===== src/design/tfd_pkg.sv =====
`default_nettype none
package tfd_pkg;

    // View format codes that the decoder understands.
    localparam logic [6:0] FMT_RGBA32F   = 7'd2;
    localparam logic [6:0] FMT_RGBA16F   = 7'd10;
    localparam logic [6:0] FMT_RG32F     = 7'd16;
    localparam logic [6:0] FMT_D32S8     = 7'd21;
    localparam logic [6:0] FMT_R11G11B10 = 7'd26;
    localparam logic [6:0] FMT_RG16F     = 7'd34;
    localparam logic [6:0] FMT_R32F      = 7'd41;
    localparam logic [6:0] FMT_R24UNORM  = 7'd46;
    localparam logic [6:0] FMT_R16F      = 7'd54;
    localparam logic [6:0] FMT_R16UNORM  = 7'd56;

    localparam logic [31:0] QNAN_BITS = 32'h7FC0_0000;
    localparam logic [31:0] INF_BITS  = 32'h7F80_0000;

    typedef logic [31:0] t_word;

    // Widen a float with a 5-bit exponent and a 10-bit mantissa to float32.
    // Smaller mantissas are left-aligned into the 10 bits by the caller.
    function automatic t_word half_to_f32(input logic s, input logic [4:0] e,
                                          input logic [9:0] m);
        logic [3:0]  p;
        logic [10:0] sh;
        t_word       res;
        p   = 4'd0;
        sh  = 11'd0;
        res = {s, 31'd0};
        if (e == 5'd0) begin
            if (m != 10'd0) begin
                for (int i = 0; i < 10; i++) begin
                    if (m[i]) begin
                        p = 4'(i);
                    end
                end
                sh  = {1'b0, m} << (4'd10 - p);
                res = {s, 8'(p) + 8'd103, sh[9:0], 13'd0};
            end
        end else if (e == 5'd31) begin
            res = (m == 10'd0) ? (INF_BITS | {s, 31'd0}) : (QNAN_BITS | {s, 31'd0});
        end else begin
            res = {s, 8'(e) + 8'd112, m, 13'd0};
        end
        return res;
    endfunction

endpackage
`default_nettype wire


===== src/design/texel_format_to_float_decoder.sv =====
`default_nettype none
// Channel   Direction  Handshake                    Payload
// input     in         i_in_valid / o_in_stall      i_texel_low, i_texel_high
// output    out        o_out_valid / i_out_stall    o_value_red/green/blue, o_value_count
// config    in         i_cfg_valid / o_cfg_ready    i_cfg_format_code
//
// Four register stages: input capture, format decode and half widening,
// unorm normalize shift, unorm rounding into the output register. One item
// enters every cycle unless the output is stalled. Reset (synchronous, active
// low) clears the valid bits and the format register. When the output item is
// stalled the whole pipeline holds, so nothing is lost or repeated.
module texel_format_to_float_decoder (
    input  wire logic        i_clk,
    input  wire logic        i_rst_n,
    input  wire logic        i_in_valid,
    output logic             o_in_stall,
    input  wire logic [63:0] i_texel_low,
    input  wire logic [31:0] i_texel_high,
    output logic             o_out_valid,
    input  wire logic        i_out_stall,
    output logic      [31:0] o_value_red,
    output logic      [31:0] o_value_green,
    output logic      [31:0] o_value_blue,
    output logic      [1:0]  o_value_count,
    input  wire logic        i_cfg_valid,
    output logic             o_cfg_ready,
    input  wire logic [6:0]  i_cfg_format_code
);

    logic en;

    logic [6:0]  r_fmt;

    logic        r1_valid;
    logic [6:0]  r1_fmt;
    logic [63:0] r1_lo;
    logic [31:0] r1_hi;

    logic        r2_valid;
    logic        r2_unorm;
    logic [1:0]  r2_count;
    logic [31:0] r2_v0, r2_v1, r2_v2;
    logic        n2_unorm;
    logic [1:0]  n2_count;
    logic [31:0] n2_v0, n2_v1, n2_v2;

    logic        r3_valid;
    logic        r3_unorm;
    logic [1:0]  r3_count;
    logic [31:0] r3_v0, r3_v1, r3_v2;

    logic        r_out_valid;
    logic [31:0] r_out_v0, r_out_v1, r_out_v2;
    logic [1:0]  r_out_count;

    logic [31:0] w0;
    logic [31:0] unorm_bits;

    // The pipeline moves whenever the output register is free or drained.
    assign en          = !(r_out_valid && i_out_stall);
    assign o_in_stall  = !en;
    assign o_cfg_ready = 1'b1;

    always_ff @(posedge i_clk) begin
        if (!i_rst_n) begin
            r_fmt <= 7'd0;
        end else if (i_cfg_valid) begin
            r_fmt <= i_cfg_format_code;
        end
    end

    always_ff @(posedge i_clk) begin
        if (!i_rst_n) begin
            r1_valid    <= 1'b0;
            r2_valid    <= 1'b0;
            r3_valid    <= 1'b0;
            r_out_valid <= 1'b0;
        end else if (en) begin
            r1_valid    <= i_in_valid;
            r2_valid    <= r1_valid;
            r3_valid    <= r2_valid;
            r_out_valid <= r3_valid;
        end
    end

    always_ff @(posedge i_clk) begin
        if (en) begin
            r1_fmt <= r_fmt;
            r1_lo  <= i_texel_low;
            r1_hi  <= i_texel_high;
        end
    end

    assign w0 = r1_lo[31:0];

    // Decode the format and produce every value that needs no division.
    always_comb begin
        n2_v0    = 32'd0;
        n2_v1    = 32'd0;
        n2_v2    = 32'd0;
        n2_count = 2'd0;
        n2_unorm = 1'b0;
        unique case (r1_fmt)
            tfd_pkg::FMT_RGBA32F: begin
                n2_v0    = w0;
                n2_v1    = r1_lo[63:32];
                n2_v2    = r1_hi;
                n2_count = 2'd3;
            end
            tfd_pkg::FMT_RG32F: begin
                n2_v0    = w0;
                n2_v1    = r1_lo[63:32];
                n2_count = 2'd2;
            end
            tfd_pkg::FMT_D32S8, tfd_pkg::FMT_R32F: begin
                n2_v0    = w0;
                n2_count = 2'd1;
            end
            tfd_pkg::FMT_RGBA16F: begin
                n2_v0 = tfd_pkg::half_to_f32(r1_lo[15], r1_lo[14:10], r1_lo[9:0]);
                n2_v1 = tfd_pkg::half_to_f32(r1_lo[31], r1_lo[30:26], r1_lo[25:16]);
                n2_v2 = tfd_pkg::half_to_f32(r1_lo[47], r1_lo[46:42], r1_lo[41:32]);
                n2_count = 2'd3;
            end
            tfd_pkg::FMT_RG16F: begin
                n2_v0 = tfd_pkg::half_to_f32(r1_lo[15], r1_lo[14:10], r1_lo[9:0]);
                n2_v1 = tfd_pkg::half_to_f32(r1_lo[31], r1_lo[30:26], r1_lo[25:16]);
                n2_count = 2'd2;
            end
            tfd_pkg::FMT_R16F: begin
                n2_v0 = tfd_pkg::half_to_f32(r1_lo[15], r1_lo[14:10], r1_lo[9:0]);
                n2_count = 2'd1;
            end
            tfd_pkg::FMT_R11G11B10: begin
                // Small floats carry no sign; the mantissa is left-aligned.
                n2_v0 = tfd_pkg::half_to_f32(1'b0, w0[10:6], {w0[5:0], 4'd0});
                n2_v1 = tfd_pkg::half_to_f32(1'b0, w0[21:17], {w0[16:11], 4'd0});
                n2_v2 = tfd_pkg::half_to_f32(1'b0, w0[31:27], {w0[26:22], 5'd0});
                n2_count = 2'd3;
            end
            tfd_pkg::FMT_R24UNORM, tfd_pkg::FMT_R16UNORM: begin
                n2_unorm = 1'b1;
                n2_count = 2'd1;
            end
            default: begin
                n2_count = 2'd0;
            end
        endcase
    end

    tfd_unorm u_unorm (
        .i_clk   (i_clk),
        .i_en    (en),
        .i_value ((r1_fmt == tfd_pkg::FMT_R24UNORM) ? w0[23:0] : {8'd0, w0[15:0]}),
        .i_wide  (r1_fmt == tfd_pkg::FMT_R24UNORM),
        .o_bits  (unorm_bits)
    );

    always_ff @(posedge i_clk) begin
        if (en) begin
            r2_v0    <= n2_v0;
            r2_v1    <= n2_v1;
            r2_v2    <= n2_v2;
            r2_count <= n2_count;
            r2_unorm <= n2_unorm;
            r3_v0    <= r2_v0;
            r3_v1    <= r2_v1;
            r3_v2    <= r2_v2;
            r3_count <= r2_count;
            r3_unorm <= r2_unorm;
            r_out_v0    <= r3_unorm ? unorm_bits : r3_v0;
            r_out_v1    <= r3_v1;
            r_out_v2    <= r3_v2;
            r_out_count <= r3_count;
        end
    end

    assign o_out_valid   = r_out_valid;
    assign o_value_red   = r_out_v0;
    assign o_value_green = r_out_v1;
    assign o_value_blue  = r_out_v2;
    assign o_value_count = r_out_count;

endmodule
`default_nettype wire


===== src/design/tfd_unorm.sv =====
`default_nettype none
// Two-stage unorm to float32 converter: v / (2^n - 1) for n = 24 or 16.
// The quotient's binary expansion is v repeated, so the mantissa is a
// rotation of v and the tail after the round bit is never zero.
module tfd_unorm (
    input  wire logic        i_clk,
    input  wire logic        i_en,
    input  wire logic [23:0] i_value,
    input  wire logic        i_wide,
    output logic      [31:0] o_bits
);

    logic [23:0] r_a_value;
    logic [4:0]  r_a_p;
    logic        r_a_wide;
    logic        r_a_zero;
    logic [4:0]  n_a_p;

    logic [24:0] r_b_man;
    logic [7:0]  r_b_exp;
    logic        r_b_zero;

    logic [47:0] pattern;
    logic [47:0] shifted;
    logic [4:0]  shamt;
    logic [24:0] rounded;

    always_comb begin
        n_a_p = 5'd0;
        for (int i = 0; i < 24; i++) begin
            if (i_value[i]) begin
                n_a_p = 5'(i);
            end
        end
    end

    always_ff @(posedge i_clk) begin
        if (i_en) begin
            r_a_value <= i_value;
            r_a_p     <= n_a_p;
            r_a_wide  <= i_wide;
            r_a_zero  <= (i_value == 24'd0);
        end
    end

    always_comb begin
        pattern = r_a_wide ? {r_a_value, r_a_value}
                           : {r_a_value[15:0], r_a_value[15:0], r_a_value[15:0]};
        shamt   = r_a_wide ? (5'd23 - r_a_p) : (5'd15 - r_a_p);
        shifted = pattern << shamt;
    end

    always_ff @(posedge i_clk) begin
        if (i_en) begin
            r_b_man  <= shifted[47:23];
            r_b_exp  <= r_a_wide ? (8'd103 + 8'(r_a_p)) : (8'd111 + 8'(r_a_p));
            r_b_zero <= r_a_zero;
        end
    end

    // Round up when the round bit is set; a tie cannot occur.
    always_comb begin
        rounded = {1'b0, r_b_man[24:1]} + 25'(r_b_man[0]);
        if (r_b_zero) begin
            o_bits = 32'd0;
        end else if (rounded[24]) begin
            o_bits = {1'b0, r_b_exp + 8'd1, 23'd0};
        end else begin
            o_bits = {1'b0, r_b_exp, rounded[22:0]};
        end
    end

endmodule
`default_nettype wire

===== config.mk =====
export PLATFORM = sky130hd
export DESIGN_NAME = texel_format_to_float_decoder
export DESIGN_NICKNAME = d
export VERILOG_FILES = /design/src/design/tfd_pkg.sv /design/src/design/texel_format_to_float_decoder.sv /design/src/design/tfd_unorm.sv
export SDC_FILE = /design/constraint.sdc
export NUM_CORES = 1
export LEC_CHECK = 0
export BUFFER_PORTS_ARGS = -buffer_cell sky130_fd_sc_hd__buf_2
export CAP_MARGIN = 20
export CORE_ASPECT_RATIO = 0.7
export CORE_MARGIN = 8
export CORE_UTILIZATION = 25
export DETAILED_ROUTE_END_ITERATION = 12
export GPL_ROUTABILITY_DRIVEN = 0
export GPL_TIMING_DRIVEN = 0
export SYNTH_ARGS = -nofsm -noshare
export SYNTH_HDL_FRONTEND = slang
export SYNTH_HIERARCHICAL = 1
export SYNTH_SLANG_ARGS = --single-unit
export TNS_END_PERCENT = 1

===== constraint.sdc =====
create_clock -name i_clk -period 15.75 [get_ports i_clk]
set_clock_uncertainty 0.1 [all_clocks]
set_input_delay 2.3625 -clock i_clk [delete_from_list [all_inputs] [get_ports i_clk]]
set_output_delay 2.3625 -clock i_clk [all_outputs]
set_load 0.05 [all_outputs]

[Yosys cells after proc, flatten, opt, wreduce, memory -nomap -nowiden]
Index checks and enable logic that the tools add are counted.
Storage, ports and cells
  bits in registers: 475
  bits in latches: 0
  memory bits (writable): 0
  ROM bits: 0
  input port bits: 108
  output and inout port bits: 101
  memories: 0
Operators by class
  add/subtract/negate cells: 30
  $mul: 0
  divide/modulo/power cells: 0
  magnitude comparators: 0
  eq/ne operators: 16
  shifts and indexed selects: 10
  multiplexer cells: 129
  bitwise gates (word level): 0
  reduce and logical (&&, ||, !) cells: 29
Operator list (number)
  31-bit 2-to-1 mux: 22
  4-bit 2-to-1 mux: 67
  32-bit 2-to-1 mux: 5
  32-bit case mux with 5 select lines: 1
  23-bit 2-to-1 mux: 6
  32-bit case mux with 4 select lines: 1
  32-bit case mux with 3 select lines: 1
  10-bit by 4-bit << shifter with 10-bit output: 9
  4-bit by 7-bit adder with 8-bit output, second input constant: 9
  5-bit by 7-bit adder with 8-bit output, second input constant: 6
  48-bit 2-to-1 mux: 1
  48-bit by 5-bit << shifter with 48-bit output: 1
  4-bit subtractor, first input constant: 9
  7-bit by 6-bit equality test with 1-bit output, second input constant: 5
  5-bit zero test: 7
  3-bit 2-to-1 mux: 11
  5-bit equality test, second input constant: 6
  10-bit zero test: 3
  10-bit nonzero test: 3
  24-bit by 1-bit adder with 25-bit output: 1
  24-bit zero test: 1
  24-bit 2-to-1 mux: 1
  7-bit by 5-bit equality test with 1-bit output, second input constant: 3
  7-bit by 5-bit adder with 8-bit output, first input constant: 2
  other kinds (19): 33

[Logic depth before layout (Yosys ltp)]
  depth after elaboration: 24
  depth in mapped cells: 14
  depth with buffers taken out: 11

[Hierarchy]
The synthesis kept the hierarchy.
Modules (own cells, without submodules)
  texel_format_to_float_decoder: instances 1, cells an instance 1287, area each 17554.3 um2
  tfd_unorm: instances 1, cells an instance 599, area each 5909.4 um2

[Worst setup path before layout]
No wires, ideal clock.
  path kind: input to output
  start point: input port i_out_stall
  end point: output port o_in_stall
  arrival: 15.828 ns
  data required time: 13.288 ns
  setup slack: -2.540 ns
  stages on the path: 2
  path buffers: 0
  path through: nand2_1 inv_1
Between the ends
  word-level cells in the longest chain between the ends: 1
RTL lines
  start, declared: line texel_format_to_float_decoder.sv:20  | input wire logic i_out_stall,
  1-bit logical AND: line texel_format_to_float_decoder.sv:60  | assign en = !(r_out_valid && i_out_stall);
  end, declared: line texel_format_to_float_decoder.sv:16  | output logic o_in_stall,
Every way passes these cells.

[Worst setup path after layout]
Same ends and word-level chain as after synthesis.

==> flow_summary.yaml <==
clocking:
  cts-root-buf: "clkbuf_16"
  cts_sinks: 475
  path_clk_slew_ps: 70
  cts_max_level: 2
  cts_resized: 0
  cts_inserted_buffers: 47
  holdBufCountCts: 0
  cts_buffer_depth: 3
  clk_latency_ps: 610
  cts_tree: "built"
  post-cts-setup-buffers: 0
layout:
  num-nets-final: 2271
  instances_no_fill: 3439
  drive_gt1_share_pct: 20.71
  area_delta_synth_final_pct: 18.85
  finalInstanceArea_um2: 27890
sta:
  tns_ps: 0
  final.min_clock_period_ps: 5821
  fmax_mhz: 171.8
  report.final.slew_viol_count: 0
  worst_slew_pin_slew_ps: 1093
  finalHoldViolations: 0
  period_share_pct: 36.96
  finalSetupViolCount: 0
  rsz0062_at_grt: "false"
  relSlewSlack_pct: 26.52
placed_design:
  post_dp_cell_area_um2: 26180
  dp_hpwl_um: 54840
  post-place-cells: 3344
  port_buffers: 206
outcome:
  status: "complete, no violations"
power_and_ir_drop:
  fin_total_pwr_mw: 3.251
  powerDensity_nw_per_um2: 116.6
  vdd_ir_drop_max_mv: 0.07309
  cellLeakagePower_nw: 10.86
setup_path:
  cp-end-kind: "primary output"
  worstPathArrival_ps: 3360
  reg2reg_to: "r2_v1[21]"
  cp_max_fo: 59
  r2r-start: "r1_lo[20]"
  crit_path_start_kind: "primary input"
  worstSetupPathType: "in -> out"
  cp_data_required_time_ps: 13290
  rrSetupSlack_ps: 11290
  worstRegToRegCells: 10
synthesis:
  syn-num-nets: 2011
  synthTopCellsByArea: "edfxtp_1 (59%), mux2_2 (3.4%), mux4_2 (3.1%), mux2i_1 (2.8%), nand2_1 (2.4%)"
  synthXorXnorAreaFrac_pct: 1.786
  synth_mux_area_share_pct: 9.454
  synth_top_cell_area_share_pct: 59.38
  syn_avg_cell_area_um2: 12.44
  async_reset_ff_share_pct: 0
  synth_cells: 1886
  synth_warnings: 6
  synth.distinct_cells: 87
  yosysTopAreaCell: "edfxtp_1"
  synth_compound_area_share_pct: 12.71
  yosys.area_share.simple_pct: 11.44
  synthesis.area_um2: 23460
  yosysSeqAreaShare_pct: 60.32
  synth-adder-area-share_pct: 0.9065
  synth-edff-count: 464
  synthFlopType: "edfxtp_1"
  synth-seq-cells: 475
  synth_top_family_by_area: "compound AO/OA/AOI/OAI gates"
route:
  vias_per_cell: 5.083
  antenna_left: 0
  wl_per_cell_um: 21.41
  routed_wl_um: 73630
  vias: 17480
  drt_iter0_drc: 3093
  drt_pass1_iterations: 8
  drcViolationCount: 0
floorplanning:
  dieArea_um2: 104100
  row_count: 94
  io_pins: 209
  die_x_um: 382.2
  initial_core_util_pct: 25.09
  core-area_um2: 93500
  die_h_um: 272.3
global_routing:
  grt_pass1_wl_um: 107000
  grt_pass1_vias: 16200
  antenna_found_initial: 18
  grt_max_degree: 124
  track_usage_pct: 13.33
  overflow: 0
job:
  cap_violations: 0
min_path:
  hold_path_startpoint: "r3_v2[27]"
  min_path_type: "reg -> reg"
  hold-path-cell-count: 0
  whs_endpoint: "o_value_blue[27]"
==> cell families after synthesis <==
family | count (synthesis)
and+or+nand+nor | 552
AOI/OAI and AO/OA | 438
muxes | 170
buffers and inverters | 185
other | 2
xor gates and xnor gates | 47
DFF | 475
adders and majority gates | 17
==> worst max-delay path, cell delays in order <==
cell	delay, ps
buf_2	130
nand2_8	280
inv_1	250
buf_2	300
==> stage by stage <==
| step | hold slack, ps | util, % | worst slack, ps |
|---|---|---|---|
| after floorplan | 300.3 | - | 3237 |
| after global placement | 300.2 | 27.87 | 1418 |
| after detailed placement | 304.5 | 28.00 | 9920 |
| after CTS | 310.5 | 29.80 | 9915 |
| after global routing | 311.5 | 29.81 | 9852 |
| final | 305.5 | 29.82 | 9929 |
==> metal layers <==
| layer | wire [µm] | share of wire, % | GRT usage [%] | up-vias |
|---|---|---|---|---|
| met4 | 1595 | 2.2 | 3.142 | 16 |
| met5 | 103 | 0.14 | 0 | - |
| met2 | 28970 | 39 | 17.66 | 1113 |
| met3 | 10510 | 14 | 5.898 | 157 |
| li1 | - | - | - | 7760 |
| met1 | 32450 | 44 | 19.57 | 8436 |
==> registers in the layout, indices dropped and copies added (netlist names), 5 cells and up <==
signal             cells
r1_lo                 64
u_unorm/r_b_man       25
r2_v1                 32
o_value_green         32
r3_v0                 32
r2_v0                 32
u_unorm/r_b_exp        8
r2_v2                 32
r3_v1                 32
o_value_blue          32
o_value_red           32
r1_fmt                 7
r1_hi                 32
u_unorm/r_a_value     24
r_fmt                  7
r3_v2                 32
u_unorm/r_a_p          5
==> worst max-delay path by stage <==
| stage | start | end | slack, ps | depth (start not counted) |
|---|---|---|---|---|
| after floorplan | i_out_stall | o_in_stall | 3240 | 2 |
| after global placement | i_out_stall | o_in_stall | 1420 | 4 |
| after detailed placement | i_out_stall | o_in_stall | 9920 | 4 |
| after CTS | i_out_stall | o_in_stall | 9910 | 4 |
| after global routing | i_out_stall | o_in_stall | 9850 | 4 |
| final | i_out_stall | o_in_stall | 9930 | 4 |
==> cells in the final DEF (no fill, tap or decap), types with 61 or more instances in the layout <==
master and instances:
edfxtp_1 464, buf_2 232, nor2_1 152, nand2_1 151
o21ai_0 107, clkbuf_1 87, a21oi_1 86, mux2_2 70
mux2i_1 66, inv_1 61
==> layout make-up <==
| type | count | area, µm² |
|---|---|---|
| Fill cell | 9519 | 65620 |
| Sequential cell | 475 | 14150 |
| Multi-Input combinational cell | 1226 | 8539 |
| Tap cell | 1248 | 1562 |
| Clock buffer | 58 | 1247 |
| Timing Repair Buffer | 211 | 1146 |
| Buffer | 122 | 550.5 |
| Clock inverter | 28 | 431.7 |
| Inverter | 63 | 236.5 |
| Antenna cell | 8 | 20.02 |
==> cell usage after synthesis, types with 11 or more instances <==
cell type	n
clkbuf_1	79
o22ai_1	14
a31oi_1	18
dfxtp_1	11
xnor2_1	17
a21oi_1	86
nand2b_1	15
o221ai_1	17
nand4_1	16
edfxtp_1	464
and2_1	48
nand2_1	152
a22oi_1	18
nand3_1	44
nor4_1	15
inv_1	61
mux2i_1	66
and3_1	12
o21ai_0	107
o31ai_1	16
mux2_2	70
nor2b_1	26
o211ai_1	18
o311ai_0	12
nor3_1	30
a211oi_1	12
nor2_1	152
mux4_2	32
buf_2	25
xor2_1	29
ha_1	17
==> power by group <==
| group | total (mW) | internal, mW | switching, mW |
|---|---|---|---|
| Combinational | 0.480 | 0.153 | 0.327 |
| Clock | 1.22 | 0.707 | 0.509 |
| Sequential | 1.56 | 1.49 | 0.0626 |
| Total | 3.25 | 2.35 | 0.899 |
Note: power is estimated with default switching activity, not from simulation.
